**src/design/ffba_pkg.sv**
```systemverilog
// Package with shared types, constants and codes for the first-fit block allocator.
`timescale 1ns / 1ps
`default_nettype none
package ffba_pkg;
  localparam int MaxBlocks = 32;
  localparam int AddrBits  = 20;
  localparam int IdxBits   = $clog2(MaxBlocks);
  localparam int CntBits   = $clog2(MaxBlocks + 1);
  localparam int SizeBits  = 20;
  localparam int HdrBits   = 7;
  localparam int LimBits   = 21;

  localparam logic [1:0] ST_OK             = 2'd0;
  localparam logic [1:0] ST_NOT_FOUND      = 2'd1;
  localparam logic [1:0] ST_TABLE_FULL     = 2'd2;
  localparam logic [1:0] ST_HEAP_EXHAUSTED = 2'd3;

  localparam logic REQ_ALLOC = 1'b0;
  localparam logic REQ_FREE  = 1'b1;

  localparam logic CFG_HEADER = 1'b0;
  localparam logic CFG_LIMIT  = 1'b1;

  typedef struct packed {
    logic [AddrBits-1:0] start;
    logic [SizeBits-1:0] size;
    logic                free;
  } entry_t;

  // Command broadcast to every cell in the same cycle.
  typedef struct packed {
    logic               hit;
    logic [IdxBits-1:0] pos;
    logic               split;
    logic               shift;
    logic               take;
    logic               release_blk;
    logic               append;
    logic [IdxBits-1:0] app_pos;
    entry_t             new_ent;
    logic [SizeBits-1:0] cut_size;
    entry_t             rem_ent;
  } cell_cmd_t;
endpackage
`default_nettype wire

```
**src/design/first_fit_block_allocator.sv**
```systemverilog
// Top level of the first-fit block allocator with a chain of table cells.
//
// Requests enter on in_valid/in_ready with in_req_type, in_req_size and
// in_req_addr. An allocate scans the entry cells one per cycle for the first
// free block that fits, splitting it when a header fits in the remainder and
// the table has room; if none fits it grows the heap top when the table and limit allow. A free
// scans for a matching payload offset. Each request yields one result on
// out_valid/out_ready. A request that hits an entry shows its result once
// the scan reaches that entry. A request that finds nothing scans every
// entry and then passes S_DONE, where its result is decided.
// One request is handled at a time, and the next one is accepted the cycle
// after the result is taken. A split writes the remainder into the next
// cell and shifts all cells after it one place to the right in the same
// cycle, each cell loading its left neighbor. While a result waits for
// out_ready the block holds it and accepts no new request. Configuration
// writes on cfg_valid/cfg_ready are always taken; index 0 is header_bytes,
// index 1 is heap_limit. Reset clears the entry count, heap top and the
// control state; entry contents are undefined until written. Reset values:
// header 25, limit 2^20.
`timescale 1ns / 1ps
`default_nettype none
module first_fit_block_allocator (
  input  wire logic        clk,
  input  wire logic        rst_n,
  input  wire logic        in_valid,
  output logic             in_ready,
  input  wire logic        in_req_type,
  input  wire logic [19:0] in_req_size,
  input  wire logic [19:0] in_req_addr,
  output logic             out_valid,
  input  wire logic        out_ready,
  output logic [1:0]       out_status,
  output logic [19:0]      out_grant_addr,
  output logic [5:0]       out_blocks_in_use,
  input  wire logic        cfg_valid,
  output logic             cfg_ready,
  input  wire logic        cfg_index,
  input  wire logic [20:0] cfg_data
);
  localparam int IB = ffba_pkg::IdxBits;
  localparam int CB = ffba_pkg::CntBits;
  localparam int AB = ffba_pkg::AddrBits;
  localparam int SB = ffba_pkg::SizeBits;
  localparam int LB = ffba_pkg::LimBits;
  localparam int HB = ffba_pkg::HdrBits;
  localparam logic [1:0] S_IDLE = 2'd0;
  localparam logic [1:0] S_SCAN = 2'd1;
  localparam logic [1:0] S_DONE = 2'd2;
  localparam logic [1:0] S_OUT  = 2'd3;
  localparam logic [AB:0] AMask = (AB+1)'((64'd1 << AB) - 64'd1);

  logic [1:0]    state_r, state_nxt;
  logic [HB-1:0] hdr_r;
  logic [LB-1:0] lim_r;
  logic [CB-1:0] cnt_r, cnt_nxt;
  logic [LB-1:0] top_r, top_nxt;
  logic          typ_r;
  logic [SB-1:0] size_r;
  logic [AB-1:0] addr_r;
  logic [CB-1:0] scan_r, scan_nxt;
  logic [1:0]    st_r, st_nxt;
  logic [AB-1:0] grant_r, grant_nxt;

  ffba_pkg::cell_cmd_t cmd;
  ffba_pkg::entry_t    ents [ffba_pkg::MaxBlocks];
  ffba_pkg::entry_t    cur;

  assign in_ready  = (state_r == S_IDLE);
  assign out_valid = (state_r == S_OUT);
  assign cfg_ready = 1'b1;
  assign out_status = st_r;
  assign out_grant_addr = grant_r;
  assign out_blocks_in_use = 6'(cnt_r);

  genvar g;
  generate
    for (g = 0; g < ffba_pkg::MaxBlocks; g++) begin : g_cell
      ffba_cell u_cell (
        .clk      (clk),
        .my_idx   (IB'(g)),
        .left_ent ((g == 0) ? ents[0] : ents[(g == 0) ? 0 : g-1]),
        .cmd      (cmd),
        .ent      (ents[g])
      );
    end
  endgenerate

  logic [IB-1:0] sidx;
  logic [SB+HB:0] need;
  logic [AB:0]    pay;
  logic [LB+1:0]  endv;
  logic [LB-1:0]  lim_eff;
  logic           in_range;

  always_comb begin
    sidx = scan_r[IB-1:0];
    cur  = ents[sidx];
    need = (SB+HB+1)'(size_r) + (SB+HB+1)'(hdr_r);
    pay  = (AB+1)'(cur.start) + (AB+1)'(hdr_r);
    endv = (LB+2)'(top_r) + (LB+2)'(hdr_r) + (LB+2)'(size_r);
    lim_eff = (lim_r > LB'(AMask)) ? LB'(AMask) : lim_r;
    in_range = scan_r < cnt_r;
  end

  always_comb begin
    state_nxt = state_r;
    cnt_nxt   = cnt_r;
    top_nxt   = top_r;
    scan_nxt  = scan_r;
    st_nxt    = st_r;
    grant_nxt = grant_r;
    cmd       = '0;
    cmd.pos   = sidx;
    cmd.app_pos = cnt_r[IB-1:0];
    cmd.cut_size = size_r;
    cmd.rem_ent.start = AB'(cur.start + AB'(hdr_r) + AB'(size_r));
    cmd.rem_ent.size  = SB'((SB+HB+1)'(cur.size) - need);
    cmd.rem_ent.free  = 1'b1;
    cmd.new_ent.start = AB'(top_r);
    cmd.new_ent.size  = size_r;
    cmd.new_ent.free  = 1'b0;
    unique case (state_r)
      S_IDLE: begin
        if (in_valid) begin
          state_nxt = S_SCAN;
          scan_nxt  = '0;
        end
      end
      S_SCAN: begin
        if (!in_range) begin
          state_nxt = S_DONE;
        end else if (typ_r == ffba_pkg::REQ_FREE) begin
          if (pay[AB-1:0] == addr_r && !pay[AB]) begin
            cmd.hit = 1'b1;
            cmd.release_blk = 1'b1;
            st_nxt = ffba_pkg::ST_OK;
            grant_nxt = '0;
            state_nxt = S_OUT;
          end else begin
            scan_nxt = scan_r + 1'b1;
          end
        end else if (cur.free && (SB+HB+1)'(cur.size) >= (SB+HB+1)'(size_r)) begin
          cmd.hit  = 1'b1;
          cmd.take = 1'b1;
          if ((SB+HB+1)'(cur.size) >= need && cnt_r < CB'(ffba_pkg::MaxBlocks)) begin
            cmd.split = 1'b1;
            cmd.shift = 1'b1;
            cnt_nxt = cnt_r + 1'b1;
          end
          st_nxt = ffba_pkg::ST_OK;
          grant_nxt = pay[AB-1:0];
          state_nxt = S_OUT;
        end else begin
          scan_nxt = scan_r + 1'b1;
        end
      end
      S_DONE: begin
        grant_nxt = '0;
        state_nxt = S_OUT;
        if (typ_r == ffba_pkg::REQ_FREE) begin
          st_nxt = ffba_pkg::ST_NOT_FOUND;
        end else if (cnt_r >= CB'(ffba_pkg::MaxBlocks)) begin
          st_nxt = ffba_pkg::ST_TABLE_FULL;
        end else if (endv > (LB+2)'(lim_eff)) begin
          st_nxt = ffba_pkg::ST_HEAP_EXHAUSTED;
        end else begin
          cmd.append = 1'b1;
          cnt_nxt = cnt_r + 1'b1;
          top_nxt = LB'(endv);
          st_nxt = ffba_pkg::ST_OK;
          grant_nxt = AB'((LB+2)'(top_r) + (LB+2)'(hdr_r));
        end
      end
      S_OUT: begin
        if (out_ready) begin
          state_nxt = S_IDLE;
        end
      end
      default: state_nxt = S_IDLE;
    endcase
  end

  always_ff @(posedge clk) begin
    if (!rst_n) begin
      state_r <= S_IDLE;
      cnt_r   <= '0;
      top_r   <= '0;
      hdr_r   <= HB'(25);
      lim_r   <= LB'(1048576);
    end else begin
      state_r <= state_nxt;
      cnt_r   <= cnt_nxt;
      top_r   <= top_nxt;
      if (cfg_valid && cfg_index == ffba_pkg::CFG_HEADER) begin
        hdr_r <= cfg_data[HB-1:0];
      end
      if (cfg_valid && cfg_index == ffba_pkg::CFG_LIMIT) begin
        lim_r <= cfg_data[LB-1:0];
      end
    end
  end

  always_ff @(posedge clk) begin
    scan_r  <= scan_nxt;
    st_r    <= st_nxt;
    grant_r <= grant_nxt;
    if (in_valid && in_ready) begin
      typ_r  <= in_req_type;
      size_r <= in_req_size;
      addr_r <= in_req_addr;
    end
  end

  a_cnt_bound: assert property (@(posedge clk) disable iff (!rst_n)
    cnt_r <= CB'(ffba_pkg::MaxBlocks)) else $error("entry count overflow");
  a_cnt_step: assert property (@(posedge clk) disable iff (!rst_n)
    cnt_r != $past(cnt_r) |-> cnt_r == $past(cnt_r) + 1'b1)
    else $error("entry count changed by more than one");
  a_grant_zero: assert property (@(posedge clk) disable iff (!rst_n)
    out_valid && out_status != ffba_pkg::ST_OK |-> out_grant_addr == '0)
    else $error("grant not zero on failure");
endmodule
`default_nettype wire

```
**src/design/ffba_cell.sv**
```systemverilog
// One table cell: holds an entry, can load from its left neighbor for an insert shift.
`timescale 1ns / 1ps
`default_nettype none
module ffba_cell (
  input  wire logic                       clk,
  input  wire logic [ffba_pkg::IdxBits-1:0] my_idx,
  input  wire ffba_pkg::entry_t           left_ent,
  input  wire ffba_pkg::cell_cmd_t        cmd,
  output ffba_pkg::entry_t                ent
);
  ffba_pkg::entry_t ent_r;
  ffba_pkg::entry_t ent_nxt;

  assign ent = ent_r;

  always_comb begin
    ent_nxt = ent_r;
    if (cmd.append && cmd.app_pos == my_idx) begin
      ent_nxt = cmd.new_ent;
    end else if (cmd.hit && cmd.pos == my_idx) begin
      if (cmd.take) begin
        ent_nxt.free = 1'b0;
        if (cmd.split) begin
          ent_nxt.size = cmd.cut_size;
        end
      end
      if (cmd.release_blk) begin
        ent_nxt.free = 1'b1;
      end
    end else if (cmd.split && my_idx == cmd.pos + 1'b1) begin
      ent_nxt = cmd.rem_ent;
    end else if (cmd.split && cmd.shift && my_idx > cmd.pos + 1'b1) begin
      ent_nxt = left_ent;
    end
  end

  always_ff @(posedge clk) begin
    ent_r <= ent_nxt;
  end
endmodule
`default_nettype wire

```
**config.mk**
```make
export PLATFORM = sky130hd
export DESIGN_NAME = first_fit_block_allocator
export DESIGN_NICKNAME = d
export VERILOG_FILES = /design/src/design/ffba_pkg.sv /design/src/design/first_fit_block_allocator.sv /design/src/design/ffba_cell.sv
export SDC_FILE = /design/constraint.sdc
export NUM_CORES = 2
export LEC_CHECK = 0
export ABC_CLOCK_PERIOD_IN_PS = 11300
export BUFFER_PORTS_ARGS = -buffer_cell sky130_fd_sc_hd__buf_2
export CAP_MARGIN = 20
export CORE_MARGIN = 2
export CORE_UTILIZATION = 48
export CTS_BUF_LIST = sky130_fd_sc_hd__clkbuf_8
export DETAILED_ROUTE_END_ITERATION = 10
export GPL_ROUTABILITY_DRIVEN = 0
export HOLD_SLACK_MARGIN = 0.03
export SYNTH_ARGS = -nofsm -noshare
export SYNTH_HDL_FRONTEND = slang
export SYNTH_SLANG_ARGS = --single-unit
```
**constraint.sdc**
```tcl
create_clock -name clk -period 11.3 [get_ports clk]
set_input_delay 2.26 -clock clk [delete_from_list [all_inputs] [get_ports clk]]
set_output_delay 2.26 -clock clk [all_outputs]
set_load 0.02 [all_outputs]
```
==> qor.txt <==
TritonCTS clock tree: yes
Slew HR: 18.52%
Sink Count: 1,438
Tcrit/Tclk final: 83.52%
dpl cell area: 92,970 µm²
post-route cell area: 97,930 µm²
Starting DRT DRC Count: 9,015
slowest cell on the critical path: a41o_1
min cycle time layout: 9438 ps
worst-path maximum fanout: 35
kind of critical path: reg2reg
synth-to-layout area growth: 9.175%
first-pass GRT wire length: 464.9 mm
Hold Slack: 466.3 ps
clock tree buffer depth: 4
top cells by count, synth: nor2_1 (1,530), a21oi_1 (1,469), edfxtp_1 (1,349), nand2_1 (766), clkbuf_1 (711)
critical register-to-register path startpoint: top_r[1]
Cell Area, Synth: 89,700 µm²
Worst setup endpoint: g_cell[11].u_cell.ent[5]
RSZ-0062 raised after global routing: no
vias post-DR: 72,200
WP data required: 11,950 ps
IO Pins: 99
Total GRT Usage: 32.34%
final hold vios: 0
Die Ht: 436.3 µm
Final setup viols: 0
largest net degree at the start of global routing: 105
Initial Util: 48.32%
Post-Synthesis Cells: 8,959
power density over cell area: 288.9 nW/µm²
DRC Markers: 0
Critical Path Start: top_r[1]
CP endpoint kind: flip-flop
post-synth top area share: 45.16%
maximum VDD drop: 0.0007303 V
flop2flop setup slack: 1860 ps
GRT overflow: 0
core footprint: 185,600 µm²
die area: 190,400 µm²
Lkg Pwr: 36.87 nW
Tot Pwr: 28.30 mW
post-synthesis cell type count: 93
Setup Skew: 56.47 ps
Yosys Warn Count: 0
flops & latches, synth: 1,438
RR Endpoint: g_cell[11].u_cell.ent[5]
I/O Buffers: 97
top cells by area, synth: edfxtp_1 (45%), mux4_2 (8.6%), a21oi_1 (8.2%), mux2i_1 (7.8%), nor2_1 (6.4%)
Avg Inst Size Synth: 10.01 µm²
Clk Latency, worst-skew pair: 1050 ps
TritonCTS Buffers: 274
number of synthesized flops with an enable pin: 1,349
Max Cap Violations: 0
status: completed
f_max: 106.0 MHz
sequential area share after synthesis: 47.14%
First-pass DRT Iterations: 8
clock root buffer: clkbuf_8
CP arrival: 10,080 ps
vias in the first global route: 69,320
Rows: 158
clock slew at reported path FFs: 60 ps
crit path launch type: flip-flop
count leader, synth: nor2_1
fraction of registers with async set or reset after synthesis: 0%
post-CTS setup repair buffer count: 0
die width: 436.3 µm
dominant cell type by area after synthesis: edfxtp_1
Fin Setup TNS: 0 ps
routed len/inst: 27.73 µm
initial antenna violation count: 9
FF-to-FF path depth: 33
antenna viol nets, final: 0
min-delay worst type: reg2reg
Detailed Place HPWL: 212.3 mm
post-CTS sizing: 0
Routed WL: 315.5 mm
Critical Path Max Stage Delay: 870 ps
hold_buf cts: 0
Pins Over Slew Limit: 0
actual slew at the worst max-slew pin: 1209 ps
H-tree Lvls: 5
drt via density: 6.346
nets: 8,948
share of layout cells above drive strength 1: 14.47%
Top FF cell, synth: edfxtp_1
## kinds of logic after synthesis
family                     share of synthesized area (%)
and+or+nand+nor                                    12.39
muxes                                              17.84
AOI/OAI and AO/OA                                  14.35
DFF                                                47.14
other                                           0.004180
xor gates and xnor gates                           1.296
buffers and inverters                              4.537
adders and majority gates                          2.438
## sequential cells by signal (all words and copies together), names as in the netlist
register and flops:
top_r 21, out_grant_addr 20, g_cell.u_cell.ent 1312, addr_r 20, lim_r 21, out_blocks_in_use 6
typ_r 1, out_status 2, scan_r 6, size_r 20, state_r 2, hdr_r 7
## routing by layer
| metal | up-vias | track usage, % | routed length, µm |
|---|---|---|---|
| li1 | 32130 | - | - |
| met4 | 4 | 16.31 | 17210 |
| met5 | - | 0 | 21 |
| met2 | 4153 | 52.38 | 149000 |
| met1 | 35080 | 42.51 | 121800 |
| met3 | 834 | 4.559 | 27470 |
## power by group
part / leakage (nW) / internal, mW / switching [mW]
sequential: 12.9 / 6.31 / 0.223
clock: 2.77 / 2.46 / 2.34
combinational: 21.2 / 4.50 / 12.5
## layout make-up
type | count | area [µm²]
multi-input cells | 6529 | 44500
clock buffers | 286 | 3936
diodes | 10 | 25.02
flip-flops and latches | 1438 | 42290
fillers | 16440 | 87700
repair buffers | 376 | 2918
inverters | 94 | 355.3
clock inverters | 164 | 805.8
well taps | 2480 | 3103
## critical path: cells and delay by family, from the launching register on
kind / cells / cell delay (ps)
AOI/OAI and AO/OA: 13 / 3410
and+or+nand+nor: 12 / 3010
adders and majority gates: 3 / 1010
buffers and inverters: 3 / 930
xor gates and xnor gates: 2 / 370
DFF: 1 / 310
## worst min path at each step
stage                   start        end  depth (start not counted)
finish              lim_r[17]  lim_r[17]                          2
global placement     lim_r[1]   lim_r[1]                          2
detailed placement  lim_r[17]  lim_r[17]                          2
floorplan            lim_r[0]   lim_r[0]                          2
CTS                 lim_r[17]  lim_r[17]                          2
global route         lim_r[0]   lim_r[0]                          2
## layout by cell type, fill, tap and decap left out, drive strengths merged, types with 20 or more instances in the layout
| cell type | netlist | routed |
|---|---|---|
| a21boi | 49 | 49 |
| edfxtp | 1349 | 1349 |
| nor2b | 38 | 38 |
| nor3 | 67 | 67 |
| and3 | 21 | 21 |
| a21o | 48 | 48 |
| o22ai | 20 | 20 |
| a31oi | 22 | 22 |
| mux4 | 341 | 341 |
| o21bai | 20 | 20 |
| mux2i | 695 | 695 |
| o21ai | 553 | 553 |
| o21a | 25 | 25 |
| clkbuf | 711 | 287 |
| mux2 | 121 | 121 |
| inv | 86 | 180 |
| nand4 | 43 | 43 |
| nor2 | 1530 | 1530 |
| a211oi | 20 | 20 |
| buf | 188 | 375 |
| nand3 | 97 | 97 |
| o211ai | 27 | 27 |
| ha | 154 | 154 |
| nand2b | 25 | 25 |
| clkinv | 8 | 69 |
| xor2 | 33 | 33 |
| dfxtp | 89 | 89 |
| a22oi | 20 | 20 |
| a21oi | 1470 | 1470 |
| nand2 | 766 | 766 |
| xnor2 | 92 | 92 |
| and2 | 32 | 32 |
## through the flow
| step | utilization (%) | worst slack (ps) | instances |
|---|---|---|---|
| 6_report | 52.76 | 1862 | 11380 |
| 3_3_place_gp | 49.97 | 2067 | 10900 |
| 3_5_place_dp | 50.08 | 2106 | 10910 |
| 4_1_cts | 52.64 | 2074 | 11360 |
| 5_1_grt | 52.75 | 1344 | 11370 |
| 2_1_floorplan | - | 1971 | 8960 |
Note: power is estimated with default switching activity, not from simulation.
